`src/sv/line_queue_buffer_unit_macros.svh`:
```
// Assertion macros used by the line queue buffer RTL.
// Defining ASSERT_OFF removes every check.
`ifndef LINE_QUEUE_BUFFER_UNIT_MACROS_SVH
`define LINE_QUEUE_BUFFER_UNIT_MACROS_SVH

`ifndef ASSERT_OFF
// Check that is suspended while reset is applied.
`define LQB_ASSERT(lbl, prop, msg) \
  lbl: assert property (@(posedge clk_i) disable iff (!rst_ni) (prop)) else $error(msg);
// Check that must also hold while reset is applied.
`define LQB_ASSERT_ALWAYS(lbl, prop, msg) \
  lbl: assert property (@(posedge clk_i) (prop)) else $error(msg);
`else
`define LQB_ASSERT(lbl, prop, msg)
`define LQB_ASSERT_ALWAYS(lbl, prop, msg)
`endif

`endif

```
`src/sv/lqb_pkg.sv`:
```
package lqb_pkg;

  localparam int unsigned LINE_COUNT_W = 4;

  typedef enum logic [1:0] {
    OP_PUSH    = 2'd0,
    OP_COMMIT  = 2'd1,
    OP_READ    = 2'd2,
    OP_RELEASE = 2'd3
  } op_e;

  // Outcome of one operation, known in the cycle it is accepted.
  typedef struct packed {
    logic                    is_read;
    logic                    status;
    logic                    is_empty;
    logic                    is_full;
    logic [LINE_COUNT_W-1:0] line_count;
  } resp_t;

endpackage

```
`src/sv/lqb_ram.sv`:
```
module lqb_ram #(
  parameter int unsigned WIDTH = 8,
  parameter int unsigned DEPTH = 512
) (
  input  logic                     clk_i,
  input  logic                     we_i,
  input  logic [$clog2(DEPTH)-1:0] waddr_i,
  input  logic [WIDTH-1:0]         wdata_i,
  input  logic                     re_i,
  input  logic [$clog2(DEPTH)-1:0] raddr_i,
  output logic [WIDTH-1:0]         rdata_o
);

  logic [WIDTH-1:0] mem_q [DEPTH];
  logic [WIDTH-1:0] rdata_q;

  always_ff @(posedge clk_i) begin
    if (we_i) begin
      mem_q[waddr_i] <= wdata_i;
    end
    if (re_i) begin
      rdata_q <= mem_q[raddr_i];
    end
  end

  assign rdata_o = rdata_q;

endmodule

```
`src/sv/lqb_ctrl.sv`:
```
module lqb_ctrl #(
  parameter int unsigned LINES      = 8,
  parameter int unsigned LINE_BYTES = 64,
  localparam int unsigned ADDR_W    = $clog2(LINES * LINE_BYTES)
) (
  input  logic                clk_i,
  input  logic                rst_ni,
  input  logic                accept_i,
  input  logic [1:0]          opcode_i,
  input  logic [7:0]          data_byte_i,
  input  logic [5:0]          read_index_i,
  output logic                ram_we_o,
  output logic [ADDR_W-1:0]   ram_waddr_o,
  output logic [7:0]          ram_wdata_o,
  output logic                ram_re_o,
  output logic [ADDR_W-1:0]   ram_raddr_o,
  output lqb_pkg::resp_t      resp_o
);

  import lqb_pkg::*;

  localparam int unsigned SLOT_W = (LINES > 1) ? $clog2(LINES) : 1;
  localparam int unsigned CNT_W  = $clog2(LINES + 1);
  localparam int unsigned POS_W  = $clog2(LINE_BYTES + 1);

  logic [SLOT_W-1:0] front_q, front_d;
  logic [SLOT_W-1:0] rear_q, rear_d;
  logic [CNT_W-1:0]  count_q, count_d;
  logic [POS_W-1:0]  wpos_q, wpos_d;
  logic              full, empty, pos_ok, ridx_ok;
  logic              status;
  logic              push_ok;
  logic [SLOT_W-1:0] front_next, rear_next;
  op_e               op;

  assign op         = op_e'(opcode_i);
  assign full       = count_q == CNT_W'(LINES);
  assign empty      = count_q == '0;
  assign pos_ok     = wpos_q != POS_W'(LINE_BYTES);
  assign ridx_ok    = 32'(read_index_i) < 32'(LINE_BYTES);
  assign front_next = (front_q == SLOT_W'(LINES - 1)) ? '0 : front_q + 1'b1;
  assign rear_next  = (rear_q == SLOT_W'(LINES - 1)) ? '0 : rear_q + 1'b1;

  always_comb begin
    front_d = front_q;
    rear_d  = rear_q;
    count_d = count_q;
    wpos_d  = wpos_q;
    status  = 1'b0;
    push_ok = 1'b0;
    unique case (op)
      OP_PUSH: begin
        if (full || !pos_ok) begin
          status = 1'b1;
        end else begin
          push_ok = 1'b1;
          wpos_d  = wpos_q + 1'b1;
        end
      end
      OP_COMMIT: begin
        if (full) begin
          status = 1'b1;
        end else begin
          rear_d  = rear_next;
          count_d = count_q + 1'b1;
          wpos_d  = '0;
        end
      end
      OP_READ: begin
        status = empty || !ridx_ok;
      end
      OP_RELEASE: begin
        if (empty) begin
          status = 1'b1;
        end else begin
          front_d = front_next;
          count_d = count_q - 1'b1;
        end
      end
      default: begin
        status = 1'b1;
      end
    endcase
  end

  always_ff @(posedge clk_i or negedge rst_ni) begin
    if (!rst_ni) begin
      front_q <= '0;
      rear_q  <= '0;
      count_q <= '0;
      wpos_q  <= '0;
    end else if (accept_i) begin
      front_q <= front_d;
      rear_q  <= rear_d;
      count_q <= count_d;
      wpos_q  <= wpos_d;
    end
  end

  // Line slot times line length is a multiply by a constant.
  assign ram_we_o    = accept_i && push_ok;
  assign ram_waddr_o = ADDR_W'(ADDR_W'(rear_q) * ADDR_W'(LINE_BYTES)) + ADDR_W'(wpos_q);
  assign ram_wdata_o = data_byte_i;
  assign ram_re_o    = accept_i && (op == OP_READ);
  assign ram_raddr_o = ADDR_W'(ADDR_W'(front_q) * ADDR_W'(LINE_BYTES))
                     + ADDR_W'(read_index_i);

  assign resp_o.is_read    = op == OP_READ;
  assign resp_o.status     = status;
  assign resp_o.is_empty   = count_d == '0;
  assign resp_o.is_full    = count_d == CNT_W'(LINES);
  assign resp_o.line_count = LINE_COUNT_W'(count_d);

endmodule

```
`src/sv/line_queue_buffer_unit.sv`:
```
// Each result is registered in the pending stage, then in the output register.
// Throughput: one item per cycle unless the output is held; a good push writes one byte, each read reads one.
// Reset: rst_ni clears the queue pointers, the line count and both result stages.
// The line memory is not cleared; a byte never written reads back as anything.
`include "line_queue_buffer_unit_macros.svh"

module line_queue_buffer_unit #(
  parameter int unsigned LINES      = 8,
  parameter int unsigned LINE_BYTES = 64
) (
  input  logic       clk_i,
  input  logic       rst_ni,
  input  logic       in_valid_i,
  output logic       in_ready_o,
  input  logic [1:0] opcode_i,
  input  logic [7:0] data_byte_i,
  input  logic [5:0] read_index_i,
  output logic       out_valid_o,
  input  logic       out_ready_i,
  output logic [7:0] read_byte_o,
  output logic       is_empty_o,
  output logic       is_full_o,
  output logic [3:0] line_count_o,
  output logic       status_o
);

  import lqb_pkg::*;

  localparam int unsigned ADDR_W = $clog2(LINES * LINE_BYTES);

  // The controller settles pointers and flags in the cycle an item is
  // accepted and issues at most one memory access. The outcome waits in the
  // pending stage, alongside the registered read data, and is then moved
  // into the output register, which holds it until taken.
  logic              accept;
  logic              ram_we, ram_re;
  logic [ADDR_W-1:0] ram_waddr, ram_raddr;
  logic [7:0]        ram_wdata, ram_rdata;
  resp_t             resp;

  logic  pend_valid_q, pend_valid_d;
  resp_t pend_q;
  logic  pend_move;

  logic       out_valid_q, out_valid_d;
  logic [7:0] out_byte_q;
  resp_t      out_q;

  // The pending stage moves on whenever the output register is free or is
  // being emptied. The memory's read data only changes on a new read, so it
  // stays put while the pending stage is held.
  assign pend_move  = pend_valid_q && (!out_valid_q || out_ready_i);
  assign in_ready_o = !pend_valid_q || pend_move;
  assign accept     = in_valid_i && in_ready_o;

  lqb_ctrl #(
    .LINES      (LINES),
    .LINE_BYTES (LINE_BYTES)
  ) u_ctrl (
    .clk_i        (clk_i),
    .rst_ni       (rst_ni),
    .accept_i     (accept),
    .opcode_i     (opcode_i),
    .data_byte_i  (data_byte_i),
    .read_index_i (read_index_i),
    .ram_we_o     (ram_we),
    .ram_waddr_o  (ram_waddr),
    .ram_wdata_o  (ram_wdata),
    .ram_re_o     (ram_re),
    .ram_raddr_o  (ram_raddr),
    .resp_o       (resp)
  );

  lqb_ram #(
    .WIDTH (8),
    .DEPTH (LINES * LINE_BYTES)
  ) u_line_ram (
    .clk_i   (clk_i),
    .we_i    (ram_we),
    .waddr_i (ram_waddr),
    .wdata_i (ram_wdata),
    .re_i    (ram_re),
    .raddr_i (ram_raddr),
    .rdata_o (ram_rdata)
  );

  always_comb begin
    pend_valid_d = pend_valid_q;
    if (accept) begin
      pend_valid_d = 1'b1;
    end else if (pend_move) begin
      pend_valid_d = 1'b0;
    end
    out_valid_d = out_valid_q;
    if (pend_move) begin
      out_valid_d = 1'b1;
    end else if (out_ready_i) begin
      out_valid_d = 1'b0;
    end
  end

  always_ff @(posedge clk_i or negedge rst_ni) begin
    if (!rst_ni) begin
      pend_valid_q <= 1'b0;
      out_valid_q  <= 1'b0;
    end else begin
      pend_valid_q <= pend_valid_d;
      out_valid_q  <= out_valid_d;
    end
  end

  // Payload stages carry no reset; their valid bits guard them.
  always_ff @(posedge clk_i) begin
    if (accept) begin
      pend_q <= resp;
    end
    if (pend_move) begin
      out_q      <= pend_q;
      // Only a successful read returns a byte; everything else answers zero.
      out_byte_q <= (pend_q.is_read && !pend_q.status) ? ram_rdata : 8'h00;
    end
  end

  assign out_valid_o  = out_valid_q;
  assign read_byte_o  = out_byte_q;
  assign is_empty_o   = out_q.is_empty;
  assign is_full_o    = out_q.is_full;
  assign line_count_o = out_q.line_count;
  assign status_o     = out_q.status;

  // The reset check looks at the cycle after reset, since the output flag may
  // still be unknown at the very first edge, before reset has taken hold.
  `LQB_ASSERT(a_full_count, out_valid_o && is_full_o |-> line_count_o == 4'(LINES), "full without a full count")
  `LQB_ASSERT(a_byte_only_on_done, out_valid_o && read_byte_o != 8'h00 |-> !status_o, "byte returned on a rejected item")
  `LQB_ASSERT(a_stall_means_pending, !in_ready_o |-> pend_valid_q && out_valid_q, "input stalled with room to spare")
  `LQB_ASSERT_ALWAYS(a_reset_clears_out, !rst_ni |=> !out_valid_o, "result shown after reset")

endmodule

```
`config.mk`:
```
export PLATFORM = sky130hd
export DESIGN_NAME = line_queue_buffer_unit
export DESIGN_NICKNAME = d
export VERILOG_FILES = /design/src/sv/lqb_pkg.sv /design/src/sv/lqb_ram.sv /design/src/sv/lqb_ctrl.sv /design/src/sv/line_queue_buffer_unit.sv
export VERILOG_INCLUDE_DIRS = /design/src /design/src/sv
export SDC_FILE = /design/constraint.sdc
export NUM_CORES = 2
export LEC_CHECK = 0
export BUFFER_PORTS_ARGS = -buffer_cell sky130_fd_sc_hd__buf_2
export CELL_PAD_IN_SITES_DETAIL_PLACEMENT = 1
export CELL_PAD_IN_SITES_GLOBAL_PLACEMENT = 1
export CORE_ASPECT_RATIO = 1.4
export CORE_MARGIN = 4
export CORE_UTILIZATION = 44
export CTS_BUF_LIST = sky130_fd_sc_hd__clkbuf_4
export DETAILED_ROUTE_END_ITERATION = 10
export GPL_TIMING_DRIVEN = 1
export PLACE_DENSITY = 0.75
export SYNTH_ARGS = -nofsm -noshare
export SYNTH_HDL_FRONTEND = slang
export SYNTH_SLANG_ARGS = --single-unit
```
`constraint.sdc`:
```
create_clock -name clk_i -period 4.7 [get_ports clk_i]
set_clock_uncertainty 0.2 [all_clocks]
set_input_delay 0.94 -clock clk_i [delete_from_list [all_inputs] [get_ports clk_i]]
set_output_delay 0.94 -clock clk_i [all_outputs]
set_load 0.02 [all_outputs]
```
==> metrics.csv <==
metric,value,unit
status,"finished, final reports clean",
arrival,5640,ps
die_area,383400,µm²
core-area,372000,µm²
max_freq,226.1,MHz
netlist_area,164300,µm²
power_frac_seq,53.0,%
pwr-share-clk,36.8,%
switchingPower,0.02030,W
path_clk_slew,80,ps
hold_violations,0,
finalWeightedCongestion,0.9198,
grt_use_total,26.76,%
wirelength,525600,µm
root_buffer,clkbuf_4,
cp_slowest_cell,nor4_2,
rsz0062_at_grt,false,
firstDrtPassIters,6,
ys_async_sr_fraction,0.4583,%
post-route-period-util,94.11,%
globalRouteOverflowTotal,0,
start_kind,flop,
setup_viol,0,
leakage,62.65,nW
path_max_fanout,18,
slew_headroom,4.143,%
ios,37,
detailed_place_hpwl,338300,µm
dr_total_vias,95650,
p_comb_share,10.2,%
area_growth,14.28,%
synthCells,8471,
cts_tree,built,
timing.final.crit_period,4423,ps
wl_per_cell,33.74,µm
htreeDepth,6,
post_cts_buffers,0,
ant_nets,0,
grt_pass1_wl,741400,µm
cpPeakStageDelay,1090,ps
layout.nets,9871,
crit_type,flop to flop,
ys_types,89,
maxCapViolations,0,
placedCellCount,13830,
hold_ws,216.4,ps
fin_area,187800,µm²
seq_area_frac_synth,75.72,%
synth_top_cell_by_area,edfxtp_1,
tightest_slew,1425,ps
die_h,731.0,µm
power_density,413.0,nW/µm²
hp-class,flop to flop,
initialDrtViolationCount,11530,
synth-seq-cells,4146,
synth_nets,8503,
grt_max_degree,171,
grt_pass1_vias,101400,
required,5920,ps
yosys_warnings,0,
fin_cells,15580,
end_kind,flop,
synth_area_leaders,"edfxtp_1 (75%), mux4_2 (6.3%), mux2i_1 (5.5%)",
port-buffer-count,36,
vias_per_cell,6.139,
cts-buffers-inserted,926,
clock_path_buffers,4,
cts_sinks,4146,
place_area,175500,µm²
critical_path.cell_chain,"buf_4, and4b_2, buf_4, a22oi_1, nor3_1, nor3_1, o211ai_1, nor4_2, o311a_1",
antenna_found_initial,30,
drc,0,
drv_slew,0,
post-synth-top-area-fraction,75.43,%
vdd_drop_max,243.5,µV
p_int,0.05724,W
syn_avg_cell_area,19.40,µm²
p_sw_share,26.18,%
clkLatencyLatePin,1490,ps
die_w,524.5,µm
layout-drive-gt1-share,28.01,%
synth_edf_count,4127,
floorplan.initialDensity,44.16,%
ys.flop_type,edfxtp_1,
rows,265,
==> final timing paths <==
kind / from / to / slack [ps] / depth (start not counted)
min in group asynchronous: rst_ni / u_ctrl.front_q[1] / 310 / 4
setup / recovery: u_ctrl.front_q[0] / u_line_ram.rdata_o[5] / 280 / 9
setup reg to reg: u_ctrl.front_q[0] / u_line_ram.rdata_o[5] / 280 / 9
hold / removal: pend_q[0] / line_count_o[0] / 220 / 0
hold reg to reg: pend_q[0] / line_count_o[0] / 220 / 0
max in group asynchronous: rst_ni / u_ctrl.wpos_q[0] / 3740 / 4
==> registers in the layout, indices dropped and copies added, names as in the netlist <==
signal,flops
u_line_ram.mem_q,4096
pend_q,8
read_byte_o,8
u_line_ram.rdata_o,8
u_ctrl.wpos_q,7
line_count_o,4
u_ctrl.count_q,4
u_ctrl.front_q,3
u_ctrl.rear_q,3
is_empty_o,1
is_full_o,1
out_valid_o,1
pend_valid_q,1
status_o,1
==> through the flow <==
| step | TNS, ps | total power [W] | setup slack (ps) | utilization [%] |
|---|---|---|---|---|
| finish | 0 | 0.07754 | 276.6 | 50.47 |
| global route | 0 | 0.08007 | 88.01 | 50.46 |
| CTS | 0 | 0.07765 | 217.3 | 50.43 |
| detailed placement | -562.3 | 0.04948 | -432.4 | 47.17 |
| global placement | -819.9 | 0.04921 | -407.4 | 47.17 |
| floorplan | 0 | 0.04512 | 915.3 | - |
==> placed cells by master (no fill, tap or decap), drive strengths merged, types with 8 or more instances in the layout <==
master and count:
nand2 135, or4 11, clkbuf 1363, a22oi 74, a211o 12, nor2 632, bufinv 16, o32ai 9
mux2 25, nor3 95, nand2b 17, diode 66, nor2b 17, and2 28, clkinvlp 9, o221ai 269
mux2i 909, a221oi 15, buf 978, a21oi 186, nand3 69, a31oi 36, dfrtp 19, edfxtp 4127
a2111oi 21, ha 12, o31ai 11, nor4 35, o2111ai 9, or3 8, inv 36, o211ai 15
a211oi 33, nand4 20, mux4 578, o21ai 122, o21a 11, dlygate4sd3 18, o22ai 223, clkinv 257
==> cell type report <==
| class | count | area [µm²] |
|---|---|---|
| fillers | 34660 | 184300 |
| flip-flops and latches | 4146 | 124400 |
| multi-input cells | 3753 | 36070 |
| clock buffers | 1363 | 10230 |
| repair buffers | 996 | 8949 |
| well taps | 4939 | 6180 |
| clock inverters | 302 | 1689 |
| diodes | 66 | 165.2 |
| inverters | 16 | 72.57 |
==> what timing repair did <==
item / 4_1_cts / 5_1_grt
endpoints found under the setup margin: 0 / 0
hold buffers: 19 / 0
hold endpoints to repair: 1045 / 0
gates resized for setup: 0 / 0
==> critical path, delay by kind of cell (launching register included) <==
family	cells	cell delay [ps]
and+or+nand+nor	4	1980
DFF	1	600
buffers and inverters	2	610
AOI/OAI and AO/OA	3	850
==> layer usage <==
metal	part of all wire, %	wire length (µm)	vias to the layer above	global-route usage (%)
li1	-	-	38400	-
met1	33	173600	49820	30.11
met2	50	263000	5901	45.31
met3	8.3	43600	1506	5.192
met4	8.6	45350	18	20.39
met5	0.020	103	-	0
==> cells in the mapped netlist (17+ instances only) <==
cell / number
a2111oi_0: 20
a21oi_1: 186
a211oi_1: 31
buf_12: 25
nand2b_1: 17
dfrtp_1: 19
mux4_2: 460
nor2b_1: 17
nand3_1: 69
buf_4: 20
mux2_2: 25
a22oi_1: 74
clkbuf_1: 238
mux2i_1: 909
o221ai_1: 266
and2_1: 28
buf_8: 62
edfxtp_1: 4127
buf_1: 27
nor3_1: 95
a31oi_1: 36
nor4_1: 35
o21ai_0: 118
nand4_1: 20
nand2_1: 134
buf_2: 99
nor2_1: 632
o22ai_1: 223
mux4_1: 118
buf_6: 72
==> cell families after synthesis <==
| family | after synthesis | synth area share [%] |
|---|---|---|
| compound gates | 1112 | 4.746 |
| simple gates | 1113 | 3.017 |
| flops | 4146 | 75.72 |
| buf+inv | 572 | 2.505 |
| xor+xnor | 4 | 0.02133 |
| fa+ha+maj | 12 | 0.09138 |
| mux | 1512 | 13.90 |
==> power groups by stage <==
stage | Combinational, W | Clock [W] | Sequential [W]
finish | 0.00788 | 0.0286 | 0.0411
global route | 0.00796 | 0.0310 | 0.0411
CTS | 0.00766 | 0.0289 | 0.0411
detailed placement | 0.00759 | 0 | 0.0419
global placement | 0.00734 | 0 | 0.0419
floorplan | 0.00339 | 0 | 0.0417
(Power assumes the default switching activity.)
